File: config.mk
export PLATFORM = sky130hd
export DESIGN_NAME = utf8_to_utf16_decoder_flat
export DESIGN_NICKNAME = d
export VERILOG_FILES = /design/src/hdl/utt_pkg.sv /design/src/hdl/utt_byte_if.sv /design/src/hdl/utt_unit_if.sv /design/src/hdl/utt_front.sv /design/src/hdl/utt_queue.sv /design/src/hdl/utt_back.sv /design/src/hdl/utf8_to_utf16_decoder.sv /design/src/flat_wrapper.sv
export SDC_FILE = /design/constraint.sdc
export NUM_CORES = 1
export LEC_CHECK = 0
export BUFFER_PORTS_ARGS = -buffer_cell sky130_fd_sc_hd__buf_2
export CORE_ASPECT_RATIO = 2
export CORE_MARGIN = 2
export CORE_UTILIZATION = 58
export CTS_CLUSTER_SIZE = 40
export DETAILED_ROUTE_END_ITERATION = 10
export PLACE_DENSITY = 0.84
export SETUP_SLACK_MARGIN = 0.3
export SLEW_MARGIN = 20
export SYNTH_ARGS = -nofsm -noshare
export SYNTH_HDL_FRONTEND = slang
export SYNTH_HIERARCHICAL = 1
export SYNTH_SLANG_ARGS = --single-unit
File: constraint.sdc
create_clock -name i_clk -period 7.2 [get_ports i_clk]
set_clock_uncertainty 0.1 [all_clocks]
set_input_delay 1.44 -clock i_clk [delete_from_list [all_inputs] [get_ports i_clk]]
set_output_delay 1.44 -clock i_clk [all_outputs]
set_load 0.005 [all_outputs]
File: src/hdl/utt_pkg.sv
// Package with the types and constants of the UTF-8 to UTF-16 decoder.
package utt_pkg;

    localparam logic [15:0] UNIT_ERR      = 16'h003F;
    localparam logic [20:0] BMP_MAX       = 21'h00FFFF;
    localparam logic [20:0] CODE_MAX      = 21'h10FFFF;
    localparam logic [20:0] SUPP_BASE     = 21'h010000;
    localparam logic [15:0] HIGH_SURR     = 16'hD800;
    localparam logic [15:0] LOW_SURR      = 16'hDC00;
    localparam logic [7:0]  ASCII_MAX     = 8'h7F;
    localparam logic [7:0]  CONT_MAX      = 8'hBF;
    localparam logic [7:0]  LEAD2_MAX     = 8'hDF;
    localparam logic [7:0]  LEAD3_MAX     = 8'hEF;
    localparam logic [7:0]  LEAD4_MAX     = 8'hF7;
    localparam int          QUEUE_DEPTH   = 4;

    // Kind of an incoming byte.
    typedef enum logic [2:0] {
        CLS_ASCII,
        CLS_CONT,
        CLS_LEAD2,
        CLS_LEAD3,
        CLS_LEAD4,
        CLS_BAD
    } t_byte_class;

    // One queued piece of work: one or two code units and the end-of-string mark.
    typedef struct packed {
        logic [15:0] unit0;
        logic [15:0] unit1;
        logic        two;
        logic        eos;
    } t_entry;

endpackage

File: src/hdl/utt_byte_if.sv
// Stream interface that carries one UTF-8 byte per beat.
interface utt_byte_if;
    logic       valid;
    logic       ready;
    logic [7:0] in_byte;
    logic       end_of_string;

    modport source (output valid, output in_byte, output end_of_string, input ready);
    modport sink (input valid, input in_byte, input end_of_string, output ready);
endinterface

File: src/hdl/utt_unit_if.sv
// Stream interface that carries one UTF-16 code unit per beat.
interface utt_unit_if;
    logic        valid;
    logic        ready;
    logic [15:0] code_unit;
    logic        run_last;
    logic        string_last;

    modport source (output valid, output code_unit, output run_last, output string_last,
                    input ready);
    modport sink (input valid, input code_unit, input run_last, input string_last,
                  output ready);
endinterface

File: src/hdl/utt_front.sv
// Front end: accepts bytes, tracks the open sequence and builds queue entries.
module utt_front
    import utt_pkg::*;
(
    input  logic           i_clk,
    input  logic           i_rst_n,
    utt_byte_if.sink       i_byte,
    input  logic           i_full,
    output logic           o_push,
    output t_entry         o_entry
);

    logic [1:0]  r_pending, n_pending;
    logic [20:0] r_accum, n_accum;
    logic [20:0] accum_shift;
    logic [19:0] supp_off;
    logic [1:0]  pend_dec;
    logic [1:0]  unit_cnt;
    logic        accept;
    t_byte_class cls;
    t_entry      entry;

    assign i_byte.ready = !i_full;
    assign accept       = i_byte.valid && !i_full;

    always_comb begin
        priority if (i_byte.in_byte <= ASCII_MAX) begin
            cls = CLS_ASCII;
        end else if (i_byte.in_byte <= CONT_MAX) begin
            cls = CLS_CONT;
        end else if (i_byte.in_byte <= LEAD2_MAX) begin
            cls = CLS_LEAD2;
        end else if (i_byte.in_byte <= LEAD3_MAX) begin
            cls = CLS_LEAD3;
        end else if (i_byte.in_byte <= LEAD4_MAX) begin
            cls = CLS_LEAD4;
        end else begin
            cls = CLS_BAD;
        end
    end

    assign accum_shift = {r_accum[14:0], i_byte.in_byte[5:0]};
    assign supp_off    = 20'(accum_shift - SUPP_BASE);
    assign pend_dec    = r_pending - 2'd1;

    always_comb begin
        n_pending   = r_pending;
        n_accum     = r_accum;
        unit_cnt    = 2'd0;
        entry.unit0 = UNIT_ERR;
        entry.unit1 = UNIT_ERR;
        entry.eos   = i_byte.end_of_string;
        unique case (cls)
            CLS_ASCII: begin
                n_pending = 2'd0;
                if (r_pending != 2'd0) begin
                    entry.unit1 = {8'h00, i_byte.in_byte};
                    unit_cnt    = 2'd2;
                end else begin
                    entry.unit0 = {8'h00, i_byte.in_byte};
                    unit_cnt    = 2'd1;
                end
            end
            CLS_CONT: begin
                if (r_pending != 2'd0) begin
                    n_accum   = accum_shift;
                    n_pending = pend_dec;
                    if (pend_dec == 2'd0) begin
                        if (accum_shift <= BMP_MAX) begin
                            entry.unit0 = accum_shift[15:0];
                            unit_cnt    = 2'd1;
                        end else if (accum_shift <= CODE_MAX) begin
                            // Both surrogate bases have their low ten bits clear.
                            entry.unit0 = HIGH_SURR | {6'd0, supp_off[19:10]};
                            entry.unit1 = LOW_SURR | {6'd0, supp_off[9:0]};
                            unit_cnt    = 2'd2;
                        end else begin
                            unit_cnt = 2'd1;
                        end
                    end
                end else begin
                    unit_cnt = 2'd1;
                end
            end
            CLS_LEAD2: begin
                n_pending = 2'd1;
                n_accum   = {16'd0, i_byte.in_byte[4:0]};
            end
            CLS_LEAD3: begin
                n_pending = 2'd2;
                n_accum   = {17'd0, i_byte.in_byte[3:0]};
            end
            CLS_LEAD4: begin
                n_pending = 2'd3;
                n_accum   = {18'd0, i_byte.in_byte[2:0]};
            end
            default: begin
                n_pending = 2'd0;
                unit_cnt  = 2'd1;
            end
        endcase
        if (i_byte.end_of_string) begin
            // A sequence still open here has produced nothing yet.
            if (n_pending != 2'd0) begin
                entry.unit0 = UNIT_ERR;
                unit_cnt    = 2'd1;
            end
            n_pending = 2'd0;
            n_accum   = 21'd0;
        end
        entry.two = (unit_cnt == 2'd2);
    end

    assign o_push  = accept && (unit_cnt != 2'd0);
    assign o_entry = entry;

    always_ff @(posedge i_clk) begin
        if (!i_rst_n) begin
            r_pending <= 2'd0;
            r_accum   <= 21'd0;
        end else if (accept) begin
            r_pending <= n_pending;
            r_accum   <= n_accum;
        end
    end

endmodule

File: src/hdl/utt_queue.sv
// Small register queue of work entries between the front and back ends.
module utt_queue
    import utt_pkg::*;
#(
    parameter int P_DEPTH = QUEUE_DEPTH
) (
    input  logic   i_clk,
    input  logic   i_rst_n,
    input  logic   i_push,
    input  t_entry i_entry,
    input  logic   i_pop,
    output t_entry o_head,
    output logic   o_empty,
    output logic   o_full
);

    localparam int PW = (P_DEPTH > 1) ? $clog2(P_DEPTH) : 1;
    localparam int CW = $clog2(P_DEPTH + 1);
    localparam logic [PW-1:0] PTR_LAST = PW'(P_DEPTH - 1);
    localparam logic [CW-1:0] CNT_FULL = CW'(P_DEPTH);

    t_entry          r_mem [P_DEPTH];
    logic [PW-1:0]   r_wr, r_rd;
    logic [CW-1:0]   r_count;

    function automatic logic [PW-1:0] ptr_next(input logic [PW-1:0] p);
        return (p == PTR_LAST) ? '0 : p + 1'b1;
    endfunction

    assign o_head  = r_mem[r_rd];
    assign o_empty = (r_count == '0);
    assign o_full  = (r_count == CNT_FULL);

    always_ff @(posedge i_clk) begin
        if (i_push) begin
            r_mem[r_wr] <= i_entry;
        end
    end

    always_ff @(posedge i_clk) begin
        if (!i_rst_n) begin
            r_wr    <= '0;
            r_rd    <= '0;
            r_count <= '0;
        end else begin
            if (i_push) begin
                r_wr <= ptr_next(r_wr);
            end
            if (i_pop) begin
                r_rd <= ptr_next(r_rd);
            end
            unique case ({i_push, i_pop})
                2'b10:   r_count <= r_count + 1'b1;
                2'b01:   r_count <= r_count - 1'b1;
                default: r_count <= r_count;
            endcase
        end
    end

endmodule

File: src/hdl/utt_back.sv
// Back end: sends the code units of the head entry through an output register.
module utt_back
    import utt_pkg::*;
(
    input  logic      i_clk,
    input  logic      i_rst_n,
    input  t_entry    i_head,
    input  logic      i_empty,
    output logic      o_pop,
    utt_unit_if.source o_unit
);

    logic        r_valid;
    logic        r_sub, n_sub;
    logic [15:0] r_code;
    logic        r_run_last;
    logic        r_string_last;
    logic        load, take, last;

    assign load  = !r_valid || o_unit.ready;
    assign take  = load && !i_empty;
    assign last  = r_sub || !i_head.two;
    assign o_pop = take && last;
    assign n_sub = take ? !last : r_sub;

    always_ff @(posedge i_clk) begin
        if (!i_rst_n) begin
            r_valid <= 1'b0;
            r_sub   <= 1'b0;
        end else begin
            if (load) begin
                r_valid <= !i_empty;
            end
            r_sub <= n_sub;
        end
    end

    always_ff @(posedge i_clk) begin
        if (take) begin
            r_code        <= r_sub ? i_head.unit1 : i_head.unit0;
            r_run_last    <= last;
            r_string_last <= last && i_head.eos;
        end
    end

    assign o_unit.valid       = r_valid;
    assign o_unit.code_unit   = r_code;
    assign o_unit.run_last    = r_run_last;
    assign o_unit.string_last = r_string_last;

endmodule

File: src/hdl/utf8_to_utf16_decoder.sv
// Top level of the UTF-8 to UTF-16 decoder.
//
// The block takes one UTF-8 byte per beat on i_byte, each with an end-of-string
// mark, and sends UTF-16 code units on o_unit, one per beat. A byte gives no
// unit (a lead byte or an inner continuation byte), one unit, or two (a
// surrogate pair, or the error unit '?' followed by an ASCII byte that broke
// off a sequence). run_last marks the last unit of a byte and string_last the
// last unit of a string; every byte marked end-of-string gives at least one.
// The front end accepts one byte every cycle while the queue is not full and
// classifies it; the back end drains a four-entry queue through an output
// register, one unit a cycle while the receiver is ready. A unit goes through
// the queue, then the output register, to o_unit. The sustained rate is one byte
// a cycle while bytes give at most one unit; a two-unit byte takes a beat per
// unit at the output, and the queue absorbs that. When the receiver stalls, the
// output register holds its beat; i_byte.ready falls once the queue fills.
// A synchronous reset clears the open sequence, the queue and the output valid.
module utf8_to_utf16_decoder
    import utt_pkg::*;
#(
    parameter int P_QUEUE_DEPTH = QUEUE_DEPTH
) (
    input  logic       i_clk,
    input  logic       i_rst_n,
    utt_byte_if.sink   i_byte,
    utt_unit_if.source o_unit
);

    t_entry push_entry;
    t_entry head_entry;
    logic   push, pop, q_empty, q_full;

    // The front end keeps the decoding state and forms whole entries.
    utt_front u_front (
        .i_clk   (i_clk),
        .i_rst_n (i_rst_n),
        .i_byte  (i_byte),
        .i_full  (q_full),
        .o_push  (push),
        .o_entry (push_entry)
    );

    // The queue lets the front keep taking bytes while the back end waits.
    utt_queue #(
        .P_DEPTH (P_QUEUE_DEPTH)
    ) u_queue (
        .i_clk   (i_clk),
        .i_rst_n (i_rst_n),
        .i_push  (push),
        .i_entry (push_entry),
        .i_pop   (pop),
        .o_head  (head_entry),
        .o_empty (q_empty),
        .o_full  (q_full)
    );

    // The back end pops an entry once its last unit has gone into the output register.
    utt_back u_back (
        .i_clk   (i_clk),
        .i_rst_n (i_rst_n),
        .i_head  (head_entry),
        .i_empty (q_empty),
        .o_pop   (pop),
        .o_unit  (o_unit)
    );

endmodule

File: src/flat_wrapper.sv
// flat-port wrapper written by rule: the top's interface ports become plain ports
module utf8_to_utf16_decoder_flat import utt_pkg::*;
#(
    parameter int P_QUEUE_DEPTH = QUEUE_DEPTH
)
  (i_clk, i_rst_n, i_byte_valid, i_byte_in_byte, i_byte_end_of_string, i_byte_ready, o_unit_valid, o_unit_code_unit, o_unit_run_last, o_unit_string_last, o_unit_ready);
  utt_byte_if i_byte_i ();
  utt_unit_if o_unit_i ();
  input  logic i_clk;
  input  logic i_rst_n;
  input wire logic [$bits(i_byte_i.valid)-1:0] i_byte_valid;
  input wire logic [$bits(i_byte_i.in_byte)-1:0] i_byte_in_byte;
  input wire logic [$bits(i_byte_i.end_of_string)-1:0] i_byte_end_of_string;
  output wire logic [$bits(i_byte_i.ready)-1:0] i_byte_ready;
  output wire logic [$bits(o_unit_i.valid)-1:0] o_unit_valid;
  output wire logic [$bits(o_unit_i.code_unit)-1:0] o_unit_code_unit;
  output wire logic [$bits(o_unit_i.run_last)-1:0] o_unit_run_last;
  output wire logic [$bits(o_unit_i.string_last)-1:0] o_unit_string_last;
  input wire logic [$bits(o_unit_i.ready)-1:0] o_unit_ready;
  assign i_byte_i.valid = i_byte_valid;
  assign i_byte_i.in_byte = i_byte_in_byte;
  assign i_byte_i.end_of_string = i_byte_end_of_string;
  assign i_byte_ready = i_byte_i.ready;
  assign o_unit_valid = o_unit_i.valid;
  assign o_unit_code_unit = o_unit_i.code_unit;
  assign o_unit_run_last = o_unit_i.run_last;
  assign o_unit_string_last = o_unit_i.string_last;
  assign o_unit_i.ready = o_unit_ready;
  utf8_to_utf16_decoder #(.P_QUEUE_DEPTH(P_QUEUE_DEPTH)) u_core (.i_clk(i_clk), .i_rst_n(i_rst_n), .i_byte(i_byte_i), .o_unit(o_unit_i));
endmodule
# Word level (Yosys, flattened, before mapping)

Memory sizes are Yosys's and may differ from the RTL's. A register that Yosys moved wholly into a read port is not among the register bits.
Index checks and enable logic that the tools add are counted.

Register bits: 44
Memory bits (writable): 136
Input port bits: 13
Output and inout bits: 20
Word-level logic and storage cells: 94
Memories kept: 1

Add/sub/neg operators: 6
$lt $le $gt $ge: 7
Eq/ne operators: 11
Muxes and demuxes: 37
Reductions and logical operators: 22

Memory list:

| name                 | depth | bits a word | read ports | clocked after memory_dff | write ports | line            | RTL |
|---|---|---|---|---|---|---|---|
| u_core.u_queue.r_mem | 4     | 34          | 1          | 1                        | 1           | utt_queue.sv:22 | `t_entry r_mem [P_DEPTH];` |

Operators by type and width:

| operator                                              | count |
|---|---|
| two-way mux 32 bit                                    | 3 |
| two-way mux 16 bit                                    | 5 |
| case mux 32 bit (2 select lines)                      | 1 |
| case mux 15 bit (4 select lines)                      | 1 |
| <= comparator 8 bit, second input constant            | 4 |
| two-way mux 15 bit                                    | 2 |
| two-way mux 2 bit                                     | 13 |
| <= comparator 21 x 16 -> 1 bit, second input constant | 1 |
| <= comparator 21 bit, second input constant           | 1 |
| subtractor 20 x 17 -> 20 bit, second input constant   | 1 |
| two-way mux 8 bit                                     | 2 |
| two-way mux 3 bit                                     | 4 |
| == test 2 bit, second input constant                  | 4 |
| <= comparator 8 x 7 -> 1 bit, second input constant   | 1 |
| case mux 2 bit (4 select lines)                       | 1 |
| nonzero test 2 bit                                    | 4 |
| == test 3 x 2 -> 1 bit, second input constant         | 2 |
| == test 3 bit, second input constant                  | 2 |
| logical NOT 3 bit                                     | 2 |
| case mux 2 bit (3 select lines)                       | 1 |
| case mux 3 bit (2 select lines)                       | 1 |
| logical AND 1 bit                                     | 5 |
| logical NOT 1 bit                                     | 5 |
| nonzero test 5 bit                                    | 1 |
| 12 further kinds                                      | 16 |

# Longest topological paths before layout

Gate-level depths: netlist of run 1.

Depth after elaboration: 15
Gate-level depth with buffers: 14
Depth with buffers taken out: 14

# Cells and area by module

Netlist of run 1, hierarchy kept.

Modules (own cells, without submodules):

| module    | times used | cells each | area each (um^2) | sequential area each (um^2) |
|---|---|---|---|---|
| utt_queue | 1          | 225        | 5418.9           | 4264.1 |
| utt_front | 1          | 179        | 1386.3           | 340.3 |
| utt_back  | 1          | 48         | 843.3            | 580.6 |

# Least setup slack after synthesis of run 1

No wires, ideal clock.

Path type: in2reg
Start: in i_byte_in_byte[1]
End: mem u_core/u_queue/r_mem[0][0] (netlist name), enable pin
Setup time: 0.394 ns
Arrival time: 3.705 ns
Data required time: 6.706 ns
Slack: 3.001 ns
Stages: 7
Path buffers: 0
Cell sequence: nand3_1 or3_4 o21ai_4 a21oi_2 or2_4 o211ai_1 and2_1

Word-level cells in the longest chain between the ends: 15
Elaborated cells on any way between the ends: 31
Classes of those cells: order compare (7); eq/ne (4); mux (15); reduce/logical (5)

RTL lines:

| item                                                                                   | line                              | RTL |
|---|---|---|
| start: declaration                                                                     | flat_wrapper.sv:12                | `input wire logic [$bits(i_byte_i.in_byte)-1:0] i_byte_in_byte;` |
| <= comparator 8 bit                                                                    | utt_front.sv:35                   | `end else if (i_byte.in_byte <= LEAD4_MAX) begin` |
| two-way mux 1 bit                                                                      | utt_front.sv:35                   |  |
| two-way mux 3 bit                                                                      | utt_front.sv:33                   | `end else if (i_byte.in_byte <= LEAD3_MAX) begin` |
| two-way mux 3 bit                                                                      | utt_front.sv:31                   | `end else if (i_byte.in_byte <= LEAD2_MAX) begin` |
| two-way mux 3 bit                                                                      | utt_front.sv:29                   | `end else if (i_byte.in_byte <= CONT_MAX) begin` |
| two-way mux 3 bit                                                                      | utt_front.sv:27                   | `priority if (i_byte.in_byte <= ASCII_MAX) begin` |
| == test 3 bit (tied with other cells)                                                  | utt_front.sv:53                   | `unique case (cls)` |
| OR reduction 3 bit (no source line) or case mux 2 bit (4 select lines) (tied branches) | n/a                               |  |
| case mux 2 bit (3 select lines) or nonzero test 2 bit (tied branches)                  | utt_front.sv:53, utt_front.sv:104 |  |
| two-way mux 2 bit                                                                      | utt_front.sv:104                  | `if (n_pending != 2'd0) begin` |
| two-way mux 2 bit *                                                                    | utt_front.sv:102                  | `if (i_byte.end_of_string) begin` |
| nonzero test 2 bit *                                                                   | utt_front.sv:114                  | `assign o_push = accept && (unit_cnt != 2'd0);` |
| logical AND 1 bit *                                                                    | utt_front.sv:114                  |  |
| named net u_core.push                                                                  | utf8_to_utf16_decoder.sv:30       | `logic push, pop, q_empty, q_full;` |
| two-way mux 1 bit *                                                                    | utt_queue.sv:35                   | `if (i_push) begin` |
| two-way mux 1 bit (not written as such) *                                              | utt_queue.sv:36                   | `r_mem[r_wr] <= i_entry;` |
| end: declaration                                                                       | utt_queue.sv:22                   |  |

Mark *: on every way through the listed nets, which the timed path passes. The rest lies on a longest branch.

# Worst setup path after layout of run 1

Start: in i_byte_in_byte[3]
End: reg u_core.u_queue.r_count[2]

Word-level cells in the longest chain between the ends: 15
Elaborated cells on any way between the ends: 33
Classes of those cells: order compare (7); eq/ne (6); mux (14); reduce/logical (6)

RTL lines:

| item                                                                                   | line                              | RTL |
|---|---|---|
| <= comparator 8 bit                                                                    | utt_front.sv:35                   |  |
| two-way mux 1 bit                                                                      | utt_front.sv:35                   |  |
| two-way mux 3 bit                                                                      | utt_front.sv:33                   |  |
| two-way mux 3 bit                                                                      | utt_front.sv:31                   |  |
| two-way mux 3 bit                                                                      | utt_front.sv:29                   |  |
| two-way mux 3 bit                                                                      | utt_front.sv:27                   |  |
| == test 3 bit (tied with other cells)                                                  | utt_front.sv:53                   |  |
| OR reduction 3 bit (no source line) or case mux 2 bit (4 select lines) (tied branches) | n/a                               |  |
| case mux 2 bit (3 select lines) or nonzero test 2 bit (tied branches)                  | utt_front.sv:53, utt_front.sv:104 |  |
| two-way mux 2 bit                                                                      | utt_front.sv:104                  |  |
| two-way mux 2 bit *                                                                    | utt_front.sv:102                  |  |
| nonzero test 2 bit *                                                                   | utt_front.sv:114                  |  |
| logical AND 1 bit *                                                                    | utt_front.sv:114                  |  |
| named net u_core.push                                                                  | utf8_to_utf16_decoder.sv:30       |  |
| == test 2 x 1 -> 1 bit or == test 2 bit (tied branches)                                | utt_queue.sv:52                   | `unique case ({i_push, i_pop})` |
| case mux 3 bit (2 select lines) or nonzero test 2 bit (tied branches)                  | n/a                               |  |
| end signal: assignment                                                                 | utt_queue.sv:53                   | `2'b10: r_count <= r_count + 1'b1;` |
| end signal: assignment                                                                 | utt_queue.sv:54                   | `2'b01: r_count <= r_count - 1'b1;` |
| end signal: assignment                                                                 | utt_queue.sv:55                   | `default: r_count <= r_count;` |
| end: declaration                                                                       | utt_queue.sv:24                   | `logic [CW-1:0] r_count;` |

Marked as above.
A chain may end at the register's enable or synchronous reset.

==> flow_metrics.tcl, run 1 <==
set metrics [dict create \
    status "completed" \
    std_cell_rows 59 \
    synth_cell_type_count 54 \
    die_area_sq_mm 0.0142 \
    drt-initial-drc-count 389 \
    vdd_drop_max_v 0.000225 \
    power_leakage_nw 2.79 \
    final_cell_mix "edfxtp_1, buf_2, mux4_2" \
    finalSetupViolCount 0 \
    synth_top_family_by_area "multiplexers" \
    p_per_area_mw_per_mm2 335 \
    crit_arrival_ps 4520 \
    clock_latency_ps 420 \
    cts_made_buffers 17 \
    grt_pass1_wl_mm 24.1 \
    crit_slowest_cell "fa_1" \
    fin_crit_sh_pct 59.5 \
    grt_usage_pct 23.0 \
    cts_hold_buf 0 \
    critPathTopFamily "simple AND/OR/NAND/NOR gates" \
    endpoint_kind "flop" \
    crit_chain "buf_2 -> nand3_1 -> nor3_2 -> a21boi_1 -> nor3_1 -> or2_4 -> o211ai_1 -> inv_1 -> ha_1 -> inv_1 -> fa_1 -> xor2_1 -> or3_1 -> a21boi_0" \
    area_growth_pct 10.8 \
    max_freq_ghz 0.234 \
    clock_path_buffers 2 \
    cp_num_buf_inv 3 \
    cts_sinks 182 \
    drive_above_1_share_pct 26.2 \
    cp_data_required_time_ps 7440 \
    synth_compound_area_share_pct 5.99 \
    cpMostUsedCell "inv_1" \
    netlist_area_sq_mm 0.00765 \
    antennaDiodeCount 0 \
    drt_pass1_iterations 5 \
    drv.max_cap_violation_count 0 \
    synthSimpleGateAreaFrac_pct 8.08 \
    fp.dieW_microns 85.2 \
    max-slew-margin-rel_pct 25.7 \
    fillCellCount 826 \
    postSynthCellCount 452 \
    synth-seq-area-share_pct 67.8 \
    grt_overflow 0 \
    worstSetupPathType "in2reg" \
    synthAdderAreaFrac_pct 1.41 \
    synthMuxAreaShare_pct 12.8 \
    core_sq_mm 0.0129 \
    cp-start-kind "input port" \
    antenna_found_initial 0 \
    ys_ff_latch 182 \
    post_cts_buffers 0 \
    cts_tree "built" \
    vias_per_cell 6.40 \
    synth_xor_area_share_pct 0.687 \
    rsz0062_at_grt "false" \
    async_flop_share_pct 0 \
    instances_no_fill 648 \
    grt_pass1_vias 4172 \
    ys_warn_count 6 \
    syn-num-nets 473 \
    dp_cells 616 \
    synth_ff_type "edfxtp_1" \
    cp_max_fo 8 \
    ios 33 \
    cts_htree_levels 4 \
    final_common_cell "edfxtp_1" \
    hold_path_class "reg2reg" \
    cts_root_buf "clkbuf_16" \
    critPathMaxStageDelay_ps 380 \
    io_buffers 32 \
    globalplace.congestion 0.941 \
    final_util_pct 65.6 \
    final_nets 504 \
    vias 4150 \
    grt_max_degree 35 \
    initial_utilization_pct 59.2 \
    slew_viol_final 0 \
    cts_resized 0 \
    wl_per_cell_microns 23.8 \
    final.setup.tns_ps 0 \
    drc 0 \
    tightestPinTransition_ps 1110 \
    clkSlewWorstSetupHoldPaths_ps 70 \
    antenna_left 0 \
    fp.dieH_microns 166 \
    period_minus_slack_ps 4280 \
    finalHoldViolations 0 \
    synth-edff-count 154 \
    hpwl_mm 9.75 \
    routed_wl_mm 15.4 \
    avgSynthCellArea_sq_um 16.9 \
]
## cell usage after synthesis (3+ instances only)
| library cell | n | area share [%] |
|---|---|---|
| mux2_2 | 16 | 2.4 |
| and3_1 | 7 | 0.57 |
| or3_1 | 4 | 0.33 |
| nand2b_1 | 7 | 0.57 |
| nor2b_1 | 22 | 1.8 |
| nor4_1 | 3 | 0.25 |
| o31a_1 | 4 | 0.46 |
| buf_4 | 6 | 0.59 |
| o21a_1 | 3 | 0.29 |
| xor2_1 | 3 | 0.34 |
| dfxtp_1 | 28 | 7.3 |
| o21ai_0 | 7 | 0.46 |
| buf_2 | 8 | 0.52 |
| edfxtp_1 | 154 | 60 |
| nor3_1 | 8 | 0.52 |
| nand2_1 | 14 | 0.69 |
| clkbuf_1 | 7 | 0.34 |
| a21oi_1 | 6 | 0.39 |
| xnor2_1 | 3 | 0.34 |
| a22oi_1 | 16 | 1.6 |
| mux4_1 | 4 | 1.4 |
| nor2_1 | 8 | 0.39 |
| mux4_2 | 30 | 8.8 |
| inv_1 | 13 | 0.64 |
| o32a_1 | 4 | 0.52 |
| and2_1 | 11 | 0.90 |
| ha_1 | 7 | 1.1 |
| nand3_1 | 6 | 0.39 |
| nor3b_1 | 5 | 0.49 |
| buf_12 | 3 | 0.79 |
## where the power goes
| group | internal (mW) | switching [mW] | leakage (nW) |
|---|---|---|---|
| registers | 1.32 | 0.0629 | 1.69 |
| clock network | 0.529 | 0.410 | 0.299 |
| logic | 0.244 | 0.276 | 0.801 |
## worst min-delay path: cells and delay by family (launching register included)
kind,cells,cell delay (ps)
and+or+nand+nor,1,80
muxes,1,120
DFF,1,310
## registers in the layout (all words and copies together), names as in the netlist, named ones only
name,count
u_core/u_back/r_sub,1
u_core/u_queue/r_wr,2
u_core/u_front/r_accum,15
u_core/u_back/o_unit.code_unit,16
u_core/u_back/o_unit.run_last,1
u_core/u_queue/r_count,3
u_core/u_back/o_unit.string_last,1
u_core/u_front/r_pending,2
u_core/u_back/o_unit.valid,1
u_core/u_queue/r_rd,2
u_core/u_queue/r_mem,136
## layout make-up
class	count	area [sq um]	area share, %
multi-input combinational	231	2230	26.3
clock buffer	17	425	5.02
sequential	182	5190	61.2
tap	152	190	2.24
clock inverter	15	186	2.20
inverter	13	48.8	0.576
timing repair buffer	38	205	2.42
## cells by family (layout without fill, tap and decap cells)
family | Yosys count | count (layout)
muxes | 52 | 52
adders and majority gates | 8 | 8
other | 1 | 1
buffers and inverters | 39 | 83
and+or+nand+nor | 104 | 104
xor gates and xnor gates | 6 | 6
AOI/OAI and AO/OA | 60 | 60
DFF | 182 | 182
## through the flow
stage	power, mW	hold WS (ps)	instance area, sq um	worst slack, ps
after global placement	1.89	385	7850	2680
after CTS	2.86	470	8470	2970
after detailed placement	1.92	460	7850	2550
final	2.84	460	8470	2920
after floorplan	1.76	373	7650	3000
after global routing	2.96	505	8470	2720
## layer usage
metal,track usage (%),up-vias,wire length (microns)
li1,-,1839,-
met1,27.2,2077,5720
met2,40.5,182,8460
met3,4.87,52,708
met4,8.90,0,553
met5,0,-,0
## worst paths after layout
kind | start | to | slack (ps) | depth (start not counted)
max | i_byte_in_byte[3] | u_core/u_queue/r_count[2] | 2920 | 14
min | u_core/u_queue/r_rd[1] | flop | 460 | 2
max reg2reg | u_core/u_front/r_accum[5] | u_core/u_queue/r_count[2] | 3520 | 13
min reg2reg | u_core/u_queue/r_rd[1] | flop | 460 | 2
No activity file was read; power rests on OpenSTA's default activity.
==> inputs of run 2 (changes only) <==
- CORE_UTILIZATION: 58 -> 56
- clock period: 7.2 -> 3.7 ns (I/O delays scaled with it)
==> flow_metrics.tcl, run 2 (same netlist as run 1, synthesis figures left out) <==
set metrics [dict create \
    status "completed" \
    rsz0062_at_grt "false" \
    final_nets 518 \
    hold_path_class "reg2reg" \
    seqPwrFrac_pct 48.1 \
    vias 4154 \
    worst_slack_ps 386 \
    regMostFlops "u_core/u_queue/r_mem" \
    die_area_sq_mm 0.0147 \
    cts_htree_levels 4 \
    switching_share_pct 26.5 \
    cts_root_buf "clkbuf_16" \
    cts_tree "built" \
    dp_cells 632 \
    max-slew-margin-rel_pct 52.5 \
    clock_latency_ps 420 \
    core_sq_mm 0.0134 \
    vdd_drop_max_v 0.000393 \
    initial_utilization_pct 56.9 \
    critPathMaxStageDelay_ps 480 \
    crit_slowest_cell "dfxtp_1" \
    drt_pass1_iterations 5 \
    wl_per_cell_microns 22.3 \
    grt_max_degree 35 \
    power.switching_mw 1.45 \
    drv.max_cap_violation_count 0 \
    fin_crit_sh_pct 89.6 \
    cp_data_required_time_ps 3940 \
    final_cell_mix "edfxtp_1, buf_2, mux4_2" \
    area_growth_pct 12.9 \
    cts_sinks 182 \
    max_freq_ghz 0.302 \
    worstSetupPathType "reg2reg" \
    final.setup.tns_ps 0 \
    crit_start "u_core/u_front/r_accum[9]" \
    final_common_cell "edfxtp_1" \
    endpoint_kind "flop" \
    finalSetupViolCount 0 \
    fp.dieH_microns 169 \
    fillCellCount 903 \
    cts_made_buffers 17 \
    hpwl_mm 9.82 \
    drt-initial-drc-count 298 \
    p_per_area_mw_per_mm2 636 \
    preCtsSetupSlack_ps -113 \
    grt_pass1_wl_mm 23.3 \
    antenna_left 0 \
    cpMostUsedCell "inv_1" \
    crit_arrival_ps 3560 \
    clock_path_buffers 2 \
    grt_pass1_vias 4254 \
    largest_register_ffs 136 \
    crit_chain "nand4_1 -> nor3_4 -> nand3_1 -> a21oi_2 -> or2_4 -> o211ai_1 -> inv_1 -> ha_1 -> inv_1 -> fa_1 -> xor2_1 -> or3_1 -> a21boi_0" \
    std_cell_rows 60 \
    globalplace.congestion 0.929 \
    vias_per_cell 6.25 \
    tightestPinTransition_ps 712 \
    antennaDiodeCount 0 \
    comb_power_share_pct 19.8 \
    slew_viol_final 0 \
    io_buffers 32 \
    cp-start-kind "flop" \
    drc 0 \
    rrSetupSlack_ps 390 \
    instances_no_fill 665 \
    reg2reg_from "u_core/u_front/r_accum[9]" \
    ios 33 \
    cp_max_fo 6 \
    finalHoldViolations 0 \
    fp.dieW_microns 86.6 \
    period_minus_slack_ps 3310 \
    routed_wl_mm 14.8 \
    clkPwrFrac_pct 32.1 \
    drive_above_1_share_pct 29.8 \
    antenna_found_initial 0 \
    grt_overflow 0 \
    grt_usage_pct 21.6 \
    p_int_mw 4.04 \
    hp-start "u_core/u_queue/r_count[2]" \
    power_leakage_nw 2.90 \
    clkSlewWorstSetupHoldPaths_ps 70 \
]
## run 2: cell types whose count changed in the layout (fill, tap and decap cells not counted), moves of 2 or more
cell / previous run / this run
and2_1: 11 / 7
and2_2: 0 / 4
buf_12: 0 / 4
buf_4: 6 / 16
dfxtp_1: 27 / 25
dfxtp_2: 1 / 3
nor3_1: 8 / 6
nor3_4: 0 / 2
## run 2: final cells by class
| type | count | area, sq um | share of cell area [%] |
|---|---|---|---|
| sequential | 182 | 5190 | 60.1 |
| multi-input combinational | 231 | 2260 | 26.2 |
| clock buffer | 17 | 425 | 4.93 |
| timing repair buffer | 52 | 360 | 4.17 |
| tap | 155 | 194 | 2.25 |
| clock inverter | 15 | 155 | 1.80 |
| inverter | 13 | 48.8 | 0.565 |
## run 2: critical path, delay by kind of cell, from the launching register on
| family | cells | cell delay, ps |
|---|---|---|
| xor+xnor | 1 | 160 |
| buf+inv | 2 | 180 |
| flops | 1 | 480 |
| fa+ha+maj | 2 | 560 |
| compound gates | 3 | 570 |
| simple gates | 5 | 1180 |
## run 2: worst paths after layout
path / cells past startpoint / to
setup / recovery: 13 / u_core/u_queue/r_count[2]
hold / removal: 2 / u_core/u_queue/r_count[2]
setup reg to reg: 13 / u_core/u_queue/r_count[2]
hold reg to reg: 2 / u_core/u_queue/r_count[2]
## run 2: per-stage QoR
stage                     util, %  hold WS, ps  power [mW]  instance area, sq um
after floorplan                 -          373        3.43                  7650
after global placement       59.6          386        3.73                  8010
after detailed placement     59.6          420        3.78                  8010
after CTS                    64.0          431        5.53                  8610
after global routing         64.3          453        5.70                  8640
final                        64.3          430        5.49                  8640
## run 2: repair_timing
action / CTS / global route
hold buffers: 0 / 0
setup endpoints to repair: 1 / 2
setup buffers: 0 / 1
resized for setup: 3 / 5
pin swaps: 0 / 1
## run 2: power groups by stage
stage               Sequential (mW)  Clock (mW)  Combinational [mW]
floorplan                      2.69           0               0.741
global placement               2.67           0                1.06
detailed placement             2.68           0                1.10
CTS                            2.64        1.78                1.11
global route                   2.66        1.86                1.18
finish                         2.64        1.76                1.09
## run 2: metal layers
metal / share of wire, % / wire [microns] / global-route usage (%) / vias up
met1: 37 / 5430 / 25.1 / 2120
met4: 3.8 / 557 / 9.24 / 0
li1: - / - / - / 1864
met3: 3.7 / 549 / 4.72 / 32
met5: 0 / 0 / 0 / -
met2: 56 / 8290 / 37.9 / 138
==> inputs of run 3 (changes only) <==
- CAP_MARGIN: default -> 0
- CORE_UTILIZATION: 56 -> 55
- PLACE_DENSITY: 0.84 -> 0.83
==> flow_metrics.tcl, run 3 (same netlist as run 1, synthesis figures left out) <==
set metrics [dict create \
    rrSetupSlack_ps 490 \
    drv.max_cap_violation_count 0 \
    cp-start-kind "input port" \
    antennaDiodeCount 0 \
    io_buffers 32 \
    cts_htree_levels 4 \
    status "completed" \
    tightestPinTransition_ps 743 \
    preCtsSetupSlack_ps -0.219 \
    initial_utilization_pct 55.7 \
    area_growth_pct 11.9 \
    final_nets 510 \
    cts_root_buf "clkbuf_16" \
    fp.dieW_microns 87.4 \
    hp-start "u_core/u_queue/r_count[2]" \
    max-slew-margin-rel_pct 50.4 \
    die_area_sq_mm 0.0149 \
    crit_chain "buf_2 -> nand3_1 -> or3_4 -> o21ai_4 -> a21oi_2 -> o21ai_0 -> o211ai_1 -> inv_1 -> ha_1 -> inv_1 -> fa_1 -> xor2_1 -> or3_1 -> a21boi_0" \
    power_mw 5.38 \
    vdd_drop_max_v 0.000378 \
    cpMostUsedCell "inv_1" \
    rsz0062_at_grt "false" \
    min_path_cells 2 \
    wl_per_cell_microns 20.8 \
    antenna_left 0 \
    design_area_sq_mm 0.00856 \
    placed_area_sq_mm 0.00796 \
    ios 33 \
    fillCellCount 981 \
    grt_overflow 0 \
    crit_slowest_cell "or3_4" \
    regMostFlops "u_core/u_queue/r_mem" \
    reg2reg_from "u_core/u_front/r_accum[6]" \
    cts_sinks 182 \
    clkSlewWorstSetupHoldPaths_ps 70 \
    drive_above_1_share_pct 29.5 \
    core_sq_mm 0.0137 \
    r2r-end "u_core/u_queue/r_count[2]" \
    final_common_cell "edfxtp_1" \
    worst_slack_ps 483 \
    whs_ps 420 \
    cp_max_fo 7 \
    slew_viol_final 0 \
    cts_tree "built" \
    vias 4062 \
    hpwl_mm 8.54 \
    drt-initial-drc-count 310 \
    grt_usage_pct 20.1 \
    period_minus_slack_ps 3220 \
    clock_path_buffers 2 \
    hold_path_class "reg2reg" \
    endpoint_kind "flop" \
    worstRegToRegCells 13 \
    finalHoldViolations 0 \
    routed_wl_mm 13.7 \
    fin_crit_sh_pct 87.0 \
    cts_hold_buf 0 \
    power_leakage_nw 2.85 \
    crit_arrival_ps 3470 \
    min_to "u_core/u_queue/r_count[2]" \
    antenna_found_initial 0 \
    grt_max_degree 35 \
    std_cell_rows 61 \
    max_freq_ghz 0.311 \
    final.setup.tns_ps 0 \
    clock_latency_ps 420 \
    worstSetupPathType "in2reg" \
    critPathMaxStageDelay_ps 420 \
    vias_per_cell 6.16 \
    final_cell_mix "edfxtp_1, buf_2, mux4_2" \
    grt_pass1_vias 4075 \
    globalplace.congestion 0.932 \
    finalSetupViolCount 0 \
    cts_made_buffers 17 \
    grt_pass1_wl_mm 22.0 \
    p_per_area_mw_per_mm2 628 \
    largest_register_ffs 136 \
    drt_pass1_iterations 5 \
    fp.dieH_microns 171 \
    cp_data_required_time_ps 3950 \
    drc 0 \
]
## run 3: changes by cell type in the layout (fill, tap and decap cells not counted), sizes merged
cell,delta
inv,+1
clkbuf,+1
bufinv,-1
clkinvlp,-1
buf,-8
## run 3: worst max-delay path: cells and delay by family
family / cells / cell delay [ps]
adders and majority gates: 2 / 570
AOI/OAI and AO/OA: 5 / 780
and+or+nand+nor: 3 / 890
buffers and inverters: 3 / 320
xor gates and xnor gates: 1 / 160
## run 3: cell type report
cell class                      count  area [sq um]  share of cell area [%]
Tap cell                          157           196                    2.29
Inverter                           13          48.8                   0.570
Timing Repair Buffer               44           300                    3.51
Clock buffer                       18           429                    5.01
Multi-Input combinational cell    231          2260                    26.5
Sequential cell                   182          5190                    60.7
Clock inverter                     14           129                    1.51
## run 3: how the worst max path moves through the flow
stage	startpoint	to	slack (ps)	cells past startpoint
2_1_floorplan	i_byte_in_byte[1]	u_core/u_queue/r_count[2]	380	13
3_3_place_gp	i_byte_in_byte[5]	u_core/u_queue/r_count[2]	130	14
4_1_cts	u_core/u_front/r_accum[10]	u_core/u_queue/r_count[2]	310	14
3_5_place_dp	i_byte_in_byte[5]	u_core/u_queue/r_count[2]	-0.2	14
6_report	i_byte_in_byte[5]	u_core/u_queue/r_count[2]	480	14
5_1_grt	u_core/u_front/r_accum[11]	u_core/u_queue/r_count[2]	300	14
## run 3: metal layers
| layer | track usage, % | vias up | wire (microns) |
|---|---|---|---|
| met2 | 33.5 | 140 | 7240 |
| met4 | 6.56 | 0 | 279 |
| met5 | 0 | - | 0 |
| met1 | 26.5 | 2047 | 5500 |
| met3 | 3.81 | 24 | 662 |
| li1 | - | 1851 | - |
## run 3: per-stage QoR
step	cells	utilization, %
after floorplan	452	-
after global placement	627	57.9
after detailed placement	627	57.9
after CTS	659	62.0
after global routing	659	62.3
final	659	62.3
## run 3: where the power goes
part / switching (mW) / leakage [nW] / internal, mW
logic: 0.548 / 0.879 / 0.506
registers: 0.0763 / 1.69 / 2.56
clock network: 0.791 / 0.279 / 0.891
## run 3: repair_timing
item                       in CTS  in global routing
buffers inserted                0                  0
setup endpoints to repair       0                  2
resized for setup               0                 12
